File: config.mk
export PLATFORM = sky130hd
export DESIGN_NAME = tot_cell
export DESIGN_NICKNAME = d
export VERILOG_FILES = /design/src/rtl/tot_pkg.sv /design/src/rtl/tot_cell.sv
export SDC_FILE = /design/constraint.sdc
export NUM_CORES = 1
export LEC_CHECK = 0
export ABC_AREA = 1
export CAP_MARGIN = 20
export CORE_AREA = 5 5 358 360
export DETAILED_ROUTE_END_ITERATION = 12
export DIE_AREA = 0 0 363 365
export DONT_BUFFER_PORTS = 1
export PLACE_DENSITY = 0.36
export SYNTH_ARGS = -nofsm -noshare
export SYNTH_HDL_FRONTEND = slang
export SYNTH_SLANG_ARGS = --single-unit
File: constraint.sdc
create_clock -name i_clk -period 8.8 [get_ports i_clk]
set_clock_uncertainty 0.2 [all_clocks]
set_input_delay 1.32 -clock i_clk [delete_from_list [all_inputs] [get_ports i_clk]]
set_output_delay 1.32 -clock i_clk [all_outputs]
set_load 0.02 [all_outputs]
File: src/rtl/tot_pkg.sv
package tot_pkg;

    localparam int ENTRIES       = 64;
    localparam int SHADOW_BYTES  = 4096;
    localparam int MAX_BYTES     = 8;
    localparam int INT_REGS      = 33;
    localparam int FP_REGS       = 32;
    localparam int PC_TAINT_REG  = 32;

    localparam int IDX_W    = $clog2(ENTRIES);
    localparam int CNT_W    = $clog2(ENTRIES + 1);
    localparam int NB_W     = $clog2(MAX_BYTES + 1);
    localparam int MEM_AW   = $clog2(SHADOW_BYTES);
    localparam int SH_DEPTH = SHADOW_BYTES + INT_REGS + FP_REGS;
    localparam int SH_AW    = $clog2(SH_DEPTH);
    localparam int INT_BASE = SHADOW_BYTES;
    localparam int FP_BASE  = SHADOW_BYTES + INT_REGS;

    localparam logic [2:0] MODE_INSERT = 3'd0;
    localparam logic [2:0] MODE_DELETE = 3'd1;
    localparam logic [2:0] MODE_READ   = 3'd2;
    localparam logic [2:0] MODE_PROP   = 3'd3;
    localparam logic [2:0] MODE_CLEAR  = 3'd4;

    localparam logic [1:0] SP_MEM   = 2'd0;
    localparam logic [1:0] SP_INT   = 2'd1;
    localparam logic [1:0] SP_FP    = 2'd2;
    localparam logic [1:0] SP_INSTR = 2'd3;

    localparam logic [2:0] ST_OK        = 3'd0;
    localparam logic [2:0] ST_NOT_FOUND = 3'd1;
    localparam logic [2:0] ST_FULL      = 3'd2;
    localparam logic [2:0] ST_BAD_SPACE = 3'd3;
    localparam logic [2:0] ST_RANGE     = 3'd4;

    typedef struct packed {
        logic [2:0]  mode;
        logic [1:0]  space;
        logic [31:0] location;
        logic [31:0] pc;
        logic [31:0] start_pc;
        logic [31:0] end_pc;
        logic [63:0] colour_a;
        logic [63:0] colour_b;
        logic [3:0]  byte_count;
    } t_in_item;

    typedef struct packed {
        logic [63:0] colour;
        logic [2:0]  status;
        logic        duplicate;
    } t_out_item;

    typedef struct packed {
        logic [31:0] loc;
        logic [1:0]  sp;
        logic [31:0] start_pc;
        logic [31:0] end_pc;
        logic [63:0] colour;
    } t_entry;

    // query token walking down the cell row
    typedef struct packed {
        logic             valid;
        logic [31:0]      loc;
        logic [1:0]       sp;
        logic [31:0]      pc;
        logic [31:0]      start_pc;
        logic [31:0]      end_pc;
        logic             hit;
        logic [63:0]      acc;
        logic             found;
        logic [IDX_W-1:0] idx;
    } t_tok;

    typedef struct packed {
        logic             ins;
        logic [IDX_W-1:0] ins_idx;
        t_entry           entry;
        logic             del;
        logic [IDX_W-1:0] del_idx;
    } t_ctl;

    function automatic logic [SH_AW-1:0] sh_index(logic [1:0] sp, logic [31:0] loc,
                                                  logic [31:0] base);
        logic [31:0] off;
        off = loc - base;
        if (sp == SP_MEM)
            return SH_AW'(off[MEM_AW-1:0]);
        else if (sp == SP_INT)
            return SH_AW'(INT_BASE) + SH_AW'(loc[5:0]);
        else
            return SH_AW'(FP_BASE) + SH_AW'(loc[4:0]);
    endfunction

endpackage

File: src/rtl/tot_cell.sv
module tot_cell (
    input  logic                        i_clk,
    input  logic                        i_rst_n,
    input  logic [tot_pkg::IDX_W-1:0]   i_index,
    input  tot_pkg::t_ctl               i_ctl,
    input  tot_pkg::t_tok               i_tok,
    input  tot_pkg::t_entry             i_next,
    input  logic                        i_next_valid,
    output tot_pkg::t_tok               o_tok,
    output tot_pkg::t_entry             o_entry,
    output logic                        o_valid
);
    import tot_pkg::*;

    t_entry r_entry;
    logic   r_valid;
    t_tok   r_tok;
    t_tok   n_tok;
    logic   w_key;
    logic   w_exact;
    logic   w_win;
    logic   w_shift;
    logic   w_load;

    always_comb begin
        w_key   = r_valid && r_entry.loc == i_tok.loc && r_entry.sp == i_tok.sp;
        w_exact = w_key && r_entry.start_pc == i_tok.start_pc
                        && r_entry.end_pc == i_tok.end_pc;
        w_win   = w_key && r_entry.start_pc <= i_tok.pc && i_tok.pc <= r_entry.end_pc;
        w_shift = i_ctl.del && i_index >= i_ctl.del_idx;
        w_load  = i_ctl.ins && i_ctl.ins_idx == i_index;
    end

    always_comb begin
        n_tok = i_tok;
        if (w_win) begin
            n_tok.hit = 1'b1;
            n_tok.acc = i_tok.acc | r_entry.colour;
        end
        // later cells override: last exact match wins
        if (w_exact) begin
            n_tok.found = 1'b1;
            n_tok.idx   = i_index;
        end
    end

    always_ff @(posedge i_clk) begin
        if (!i_rst_n) begin
            r_tok   <= '0;
            r_valid <= 1'b0;
        end else begin
            r_tok <= n_tok;
            if (w_shift)
                r_valid <= i_next_valid;
            else if (w_load)
                r_valid <= 1'b1;
        end
    end

    always_ff @(posedge i_clk) begin
        if (w_shift)
            r_entry <= i_next;
        else if (w_load)
            r_entry <= i_ctl.entry;
    end

    assign o_tok   = r_tok;
    assign o_entry = r_entry;
    assign o_valid = r_valid;

endmodule

==> impl_metrics.yaml, run 1 <==
floorplan:
  row_count: 130
  start_util_pct: 13.4
  die_x_microns: 363
  design.die.area_sq_mm: 0.132
  pin_count: 916
  die_h_microns: 365
  core_sq_mm: 0.125
setup_path:
  r2r-start: "o_entry[126]$_DFFE_PP_"
  cp.arrival_ns: 4.18
  cp-start-kind: "flip-flop"
  crit_required_ns: 9.09
  cp-startpoint: "o_entry[126]$_DFFE_PP_"
  path_class: "flip-flop to flip-flop"
  reg2reg_to: "o_tok[50]$_SDFF_PN0_"
  rrSetupSlack_ns: 4.91
  r2r_cells: 10
  crit_path_end_kind: "flip-flop"
  crit_path_max_fanout: 65
synth:
  synth_seq_area_share_pct: 53.4
  synth.top_cell.area_share_pct: 29.0
  synth-seq-cells: 366
  syn-num-nets: 2340
  synth.area.top_cells: "edfxtp_1 29%, dfxtp_1 24%, mux2_2 11%"
  postSynthCellCount: 1720
  synth_area_per_cell_sq_um: 9.74
  synth_cell_types: 34
  ys_async_sr_fraction_pct: 0
  yosys_warnings: 0
  yosys.area.top_type: "edfxtp_1"
  synth_area_sq_mm: 0.0167
  synth-edff-count: 162
  synth_flop_cell: "dfxtp_1"
detailed_routing:
  drc: 0
  drt_first_pass_iters: 5
  vias: 11924
  viasPerCell: 3.50
  antenna_left: 0
  postRouteWirelength_microns: 84200
  routedWlPerCell_microns: 24.7
  dr.first_iter.drc_count: 564
pwr:
  clkPwrFrac_pct: 39.6
  p_comb_share_pct: 12.0
  sw_frac_of_total_pct: 31.5
  static-leakage-power_nw: 8.70
  internal-power_mw: 3.31
  power.total_mw: 4.83
  vdd_ir_drop_max_v: 0.000127
  power.switching_mw: 1.52
  power_frac_seq_pct: 48.4
  pwr_density_cell_mw_per_mm2: 240
grt:
  antenna_found_initial: 15
  grt_pass1_wl_microns: 108000
  grt_max_degree: 140
  grt-ovfl-total: 0
  grt_util_all_layers_pct: 11.9
  grt_pass1_vias: 12308
placement:
  dp_hpwl_microns: 70400
  portBuffers: 0
  dp_cells: 3319
  place_congestion: 0.798
final_layout:
  layout_commonest_cell: "inv_1"
  area_growth_pct: 20.0
  mostFrequentLayoutCells: "348 x inv_1, 294 x nand2_1, 204 x dfxtp_1"
  fin_cells: 3403
  fin_nets: 2335
  layout-drive-gt1-share_pct: 15.0
  fillers: 13987
  utilization_pct: 16.1
timing:
  final.setup.tns_ns: 0
  final.min_clock_period_ns: 3.89
  hold_viol_final: 0
  rsz0062_at_grt: "no"
  fin_crit_sh_pct: 44.2
  max_slew.worst_pin.slew_ns: 1.12
  report.final.slew_viol_count: 0
  finalSetupViolCount: 0
  fmax_mhz: 257
  relSlewSlack_pct: 25.1
cts:
  cts_buffers: 44
  clk_pin_slew_ns: 0.06
  hold_buffers: 0
  htree_levels: 2
  cts_root_buffer: "clkbuf_16"
  cts_resized: 0
  clk_latency_ns: 0.59
  cts_setup_buffers: 0
  clock_sinks: 366
  clock_path_buffers: 3
  cts_tree: "built"
min_path:
  min_to: "o_tok[14]$_SDFF_PN0_"
  min_path_cells: 2
  min_from: "o_entry[7]$_DFFE_PP_"
  hp-class: "flip-flop to flip-flop"
job:
  max_cap_violations: 0
status:
  status: "finished, final reports clean"
how the worst max path moves through the flow:
stage / to / cells past startpoint / slack [ns]
after global placement: o_tok[5]$_SDFF_PN0_ / 8 / 4.29
after global routing: o_tok[58]$_SDFF_PN0_ / 10 / 4.44
after CTS: o_tok[19]$_SDFF_PN0_ / 10 / 4.65
after detailed placement: o_tok[19]$_SDFF_PN0_ / 11 / 4.19
after floorplan: o_entry[0]$_DFFE_PP_ / 10 / 2.19
final: o_tok[50]$_SDFF_PN0_ / 10 / 4.91
power groups by stage:
stage                     registers (mW)  logic (mW)  clock network, mW
after global placement              2.39       0.591                  0
after detailed placement            2.39       0.592                  0
after floorplan                     2.26       0.405                  0
after CTS                           2.35       0.596               2.00
after global routing                2.36       0.648               2.05
final                               2.34       0.578               1.91
registers in the layout, summed over array words and instances, names as in the netlist:
register and cells:
o_tok 203, o_entry 162, o_valid 1
cell families (layout without fill, tap and decap cells):
logic type	after synthesis	after routing	synth area share, %
XOR/XNOR	47	47	2.46
AND/OR/NAND/NOR	521	521	13.6
buffers and inverters	413	442	9.84
adder cells (fa/ha/maj)	70	70	5.23
flip-flops	366	366	53.4
multiplexers	162	162	10.9
AO/OA/AOI/OAI	141	141	4.53
other	0	4	0
per-stage QoR:
stage          setup slack [ns]  hold slack (ns)  instance area (sq um)
5_1_grt                    4.44            0.557                  20100
4_1_cts                    4.65            0.538                  20100
3_5_place_dp               4.19            0.538                  18600
6_report                   4.91            0.544                  20100
3_3_place_gp               4.29            0.534                  18600
2_1_floorplan              2.19            0.384                  16700
cells in the mapped netlist, types with 23 or more instances:
| cell | instances |
|---|---|
| inv_1 | 349 |
| nand2_1 | 298 |
| dfxtp_1 | 204 |
| edfxtp_1 | 162 |
| mux2_2 | 162 |
| a21oi_1 | 96 |
| nand4_1 | 92 |
| nor2_1 | 84 |
| ha_1 | 70 |
| xnor2_1 | 42 |
| buf_2 | 27 |
| clkbuf_1 | 23 |
critical path: stages (launching register included):
cell and delay (ns):
edfxtp_1 0.68, ha_1 0.41, nand2_1 0.06, nor2_1 0.28
nand2_1 0.19, nor4_2 0.53, nand4_1 0.21, nand2_2 0.12
buf_4 0.59, nand4_1 0.22, a21oi_1 0.18
cell type report:
class / count / area [sq um] / share of cell area (%)
sequential: 366 / 8950 / 44.5
multi-input combinational: 941 / 6180 / 30.7
tap: 1650 / 2060 / 10.3
clock buffer: 68 / 1340 / 6.64
inverter: 351 / 1320 / 6.56
clock inverter: 12 / 151 / 0.753
timing repair buffer: 11 / 95.1 / 0.473
antenna: 4 / 10.0 / 0.0498
per-layer routing:
| metal | vias to the layer above | global-route usage (%) | wire [microns] |
|---|---|---|---|
| li1 | 5579 | - | - |
| met1 | 5628 | 13.4 | 32400 |
| met2 | 597 | 20.3 | 41200 |
| met3 | 112 | 4.62 | 7620 |
| met4 | 8 | 4.32 | 2850 |
| met5 | - | 0 | 57 |
No activity file was read; power rests on OpenSTA's default activity.
==> run 2, diff against run 1 <==
==> config.mk (replaced) <==
export PLATFORM = sky130hd
export DESIGN_NAME = tot_cell
export DESIGN_NICKNAME = d
export VERILOG_FILES = /design/src/rtl/tot_pkg.sv /design/src/rtl/tot_cell.sv
export SDC_FILE = /design/constraint.sdc
export NUM_CORES = 1
export LEC_CHECK = 0
export ABC_AREA = 0
export CAP_MARGIN = 20
export CORE_AREA = 5 5 354 356
export DETAILED_ROUTE_END_ITERATION = 12
export DIE_AREA = 0 0 359 361
export DONT_BUFFER_PORTS = 1
export PLACE_DENSITY = 0.35
export SYNTH_ARGS = -nofsm -noshare
export SYNTH_HDL_FRONTEND = slang
export SYNTH_SLANG_ARGS = --single-unit
==> constraint.sdc (replaced) <==
create_clock -name i_clk -period 3.9 [get_ports i_clk]
set_clock_uncertainty 0.2 [all_clocks]
set_input_delay 0.585 -clock i_clk [delete_from_list [all_inputs] [get_ports i_clk]]
set_output_delay 0.585 -clock i_clk [all_outputs]
set_load 0.02 [all_outputs]
==> run 2 against run 1 <==
Against the previous run:
- the flow now stops in clock tree synthesis
- synthesized cell count decreased by 31%
- synthesized area decreased by 7.7%
==> impl_metrics.yaml, run 2 <==
synth:
  synth.most_common_cell: "dfxtp_1"
  ys_async_sr_fraction_pct: 0
  synth-simple-area-share_pct: 8.82
  synth_xor_area_share_pct: 5.55
  synth_area_per_cell_sq_um: 13.0
  synth_seq_area_share_pct: 57.9
  synth_area_sq_mm: 0.0155
  synthMuxAreaShare_pct: 12.2
  synth-seq-cells: 366
  yosys_warnings: 0
  synth-edff-count: 162
  syn-num-nets: 1807
  synth_cell_types: 42
  synth_flop_cell: "dfxtp_1"
  postSynthCellCount: 1187
  synth.top_cell.area_share_pct: 31.5
  synth_commonest_cells: "204 x dfxtp_1, 162 x edfxtp_1, 162 x mux2_2"
  synth_compound_area_share_pct: 6.44
  synth_fa_ha_area_share_pct: 5.67
  yosys.area.top_type: "edfxtp_1"
  synth_top_family_by_area: "multiplexers"
  synth.area.top_cells: "edfxtp_1 31%, dfxtp_1 26%, mux2_2 12%"
floorplan:
  start_util_pct: 12.7
  die_x_microns: 359
  pin_count: 916
  die_h_microns: 361
  row_count: 128
status:
  error_line: "[ERROR RSZ-0060] Max buffer count reached."
  haltStage: "clock tree synthesis"
  status: "did not finish"
cts:
  clock_sinks: 366
  htree_levels: 2
  cts_buffers: 45
  hold_buffers: 581
  cts_root_buffer: "clkbuf_16"
  cts_setup_buffers: 0
  clock_path_buffers: 3
  cts_resized: 0
placement:
  place_congestion: 0.885
  dp_hpwl_microns: 69400
  portBuffers: 0
  dp_cells: 2815
  dp_slack_ns: 0.208
run 2: cell types whose count changed after synthesis, sizes merged, moves of 26 or more:
cell / delta
a21oi: -65
a22o: +63
and2: +132
buf: -26
inv: -272
nand2: -283
nand4: -71
nor2: -79
xnor2: -32
xor2: +83
run 2: logic make-up after synthesis:
kind of cell	after synthesis
simple gates	227
buf+inv	127
xor+xnor	98
mux	168
fa+ha+maj	70
flops	366
compound gates	131
run 2: stage by stage:
step / util (%) / area, sq um
global placement: 14.6 / 17700
floorplan: - / 15500
detailed placement: 14.6 / 17700
==> run 3, diff against run 2 <==
--- a/config.mk
+++ b/config.mk
@@ -7,11 +7,11 @@
 export LEC_CHECK = 0
 export ABC_AREA = 0
 export CAP_MARGIN = 20
-export CORE_AREA = 5 5 354 356
+export CORE_AREA = 5 5 348 350
 export DETAILED_ROUTE_END_ITERATION = 12
-export DIE_AREA = 0 0 359 361
+export DIE_AREA = 0 0 353 355
 export DONT_BUFFER_PORTS = 1
-export PLACE_DENSITY = 0.35
+export PLACE_DENSITY_LB_ADDON = 0.15
 export SYNTH_ARGS = -nofsm -noshare
 export SYNTH_HDL_FRONTEND = slang
 export SYNTH_SLANG_ARGS = --single-unit
==> run 3 against run 2 <==
Against the previous run:
- the run again fails in clock tree synthesis
- synthesized area unchanged
- synthesized cell count unchanged
==> impl_metrics.yaml, run 3 <==
floorplan:
  pin_count: 916
  die_h_microns: 355
  row_count: 126
  start_util_pct: 13.2
  die_x_microns: 353
synth:
  syn-num-nets: 1807
  synth_area_sq_mm: 0.0155
  synth_commonest_cells: "204 x dfxtp_1, 162 x edfxtp_1, 162 x mux2_2"
  yosys.area.top_type: "edfxtp_1"
  synth_flop_cell: "dfxtp_1"
  synth.area.top_cells: "edfxtp_1 31%, dfxtp_1 26%, mux2_2 12%"
  synth.top_cell.area_share_pct: 31.5
  synth_seq_area_share_pct: 57.9
  ys_async_sr_fraction_pct: 0
  yosys_warnings: 0
  synth.most_common_cell: "dfxtp_1"
  synth_area_per_cell_sq_um: 13.0
  synth-edff-count: 162
  postSynthCellCount: 1187
  synth_cell_types: 42
  synth-seq-cells: 366
cts:
  cts_root_buffer: "clkbuf_16"
  clock_path_buffers: 3
  clock_sinks: 366
  hold_buffers: 563
  cts_buffers: 47
  cts_resized: 0
  htree_levels: 2
  cts_setup_buffers: 0
placement:
  portBuffers: 0
  dp_hpwl_microns: 67100
  place_congestion: 0.845
status:
  error_line: "[ERROR RSZ-0060] Max buffer count reached."
  status: "did not finish"
  haltStage: "clock tree synthesis"
## run 3: kinds of logic after synthesis
kind of cell | after synthesis | synth area share, %
multiplexers | 168 | 12.2
XOR/XNOR | 98 | 5.55
AO/OA/AOI/OAI | 131 | 6.44
buffers and inverters | 127 | 3.43
AND/OR/NAND/NOR | 227 | 8.82
adder cells (fa/ha/maj) | 70 | 5.67
flip-flops | 366 | 57.9
## run 3: per-stage QoR
step	cell area, sq um	instances	worst slack, ns
3_3_place_gp	17700	2725	0.0951
3_5_place_dp	17700	2726	0.105
2_1_floorplan	15500	1187	0.424
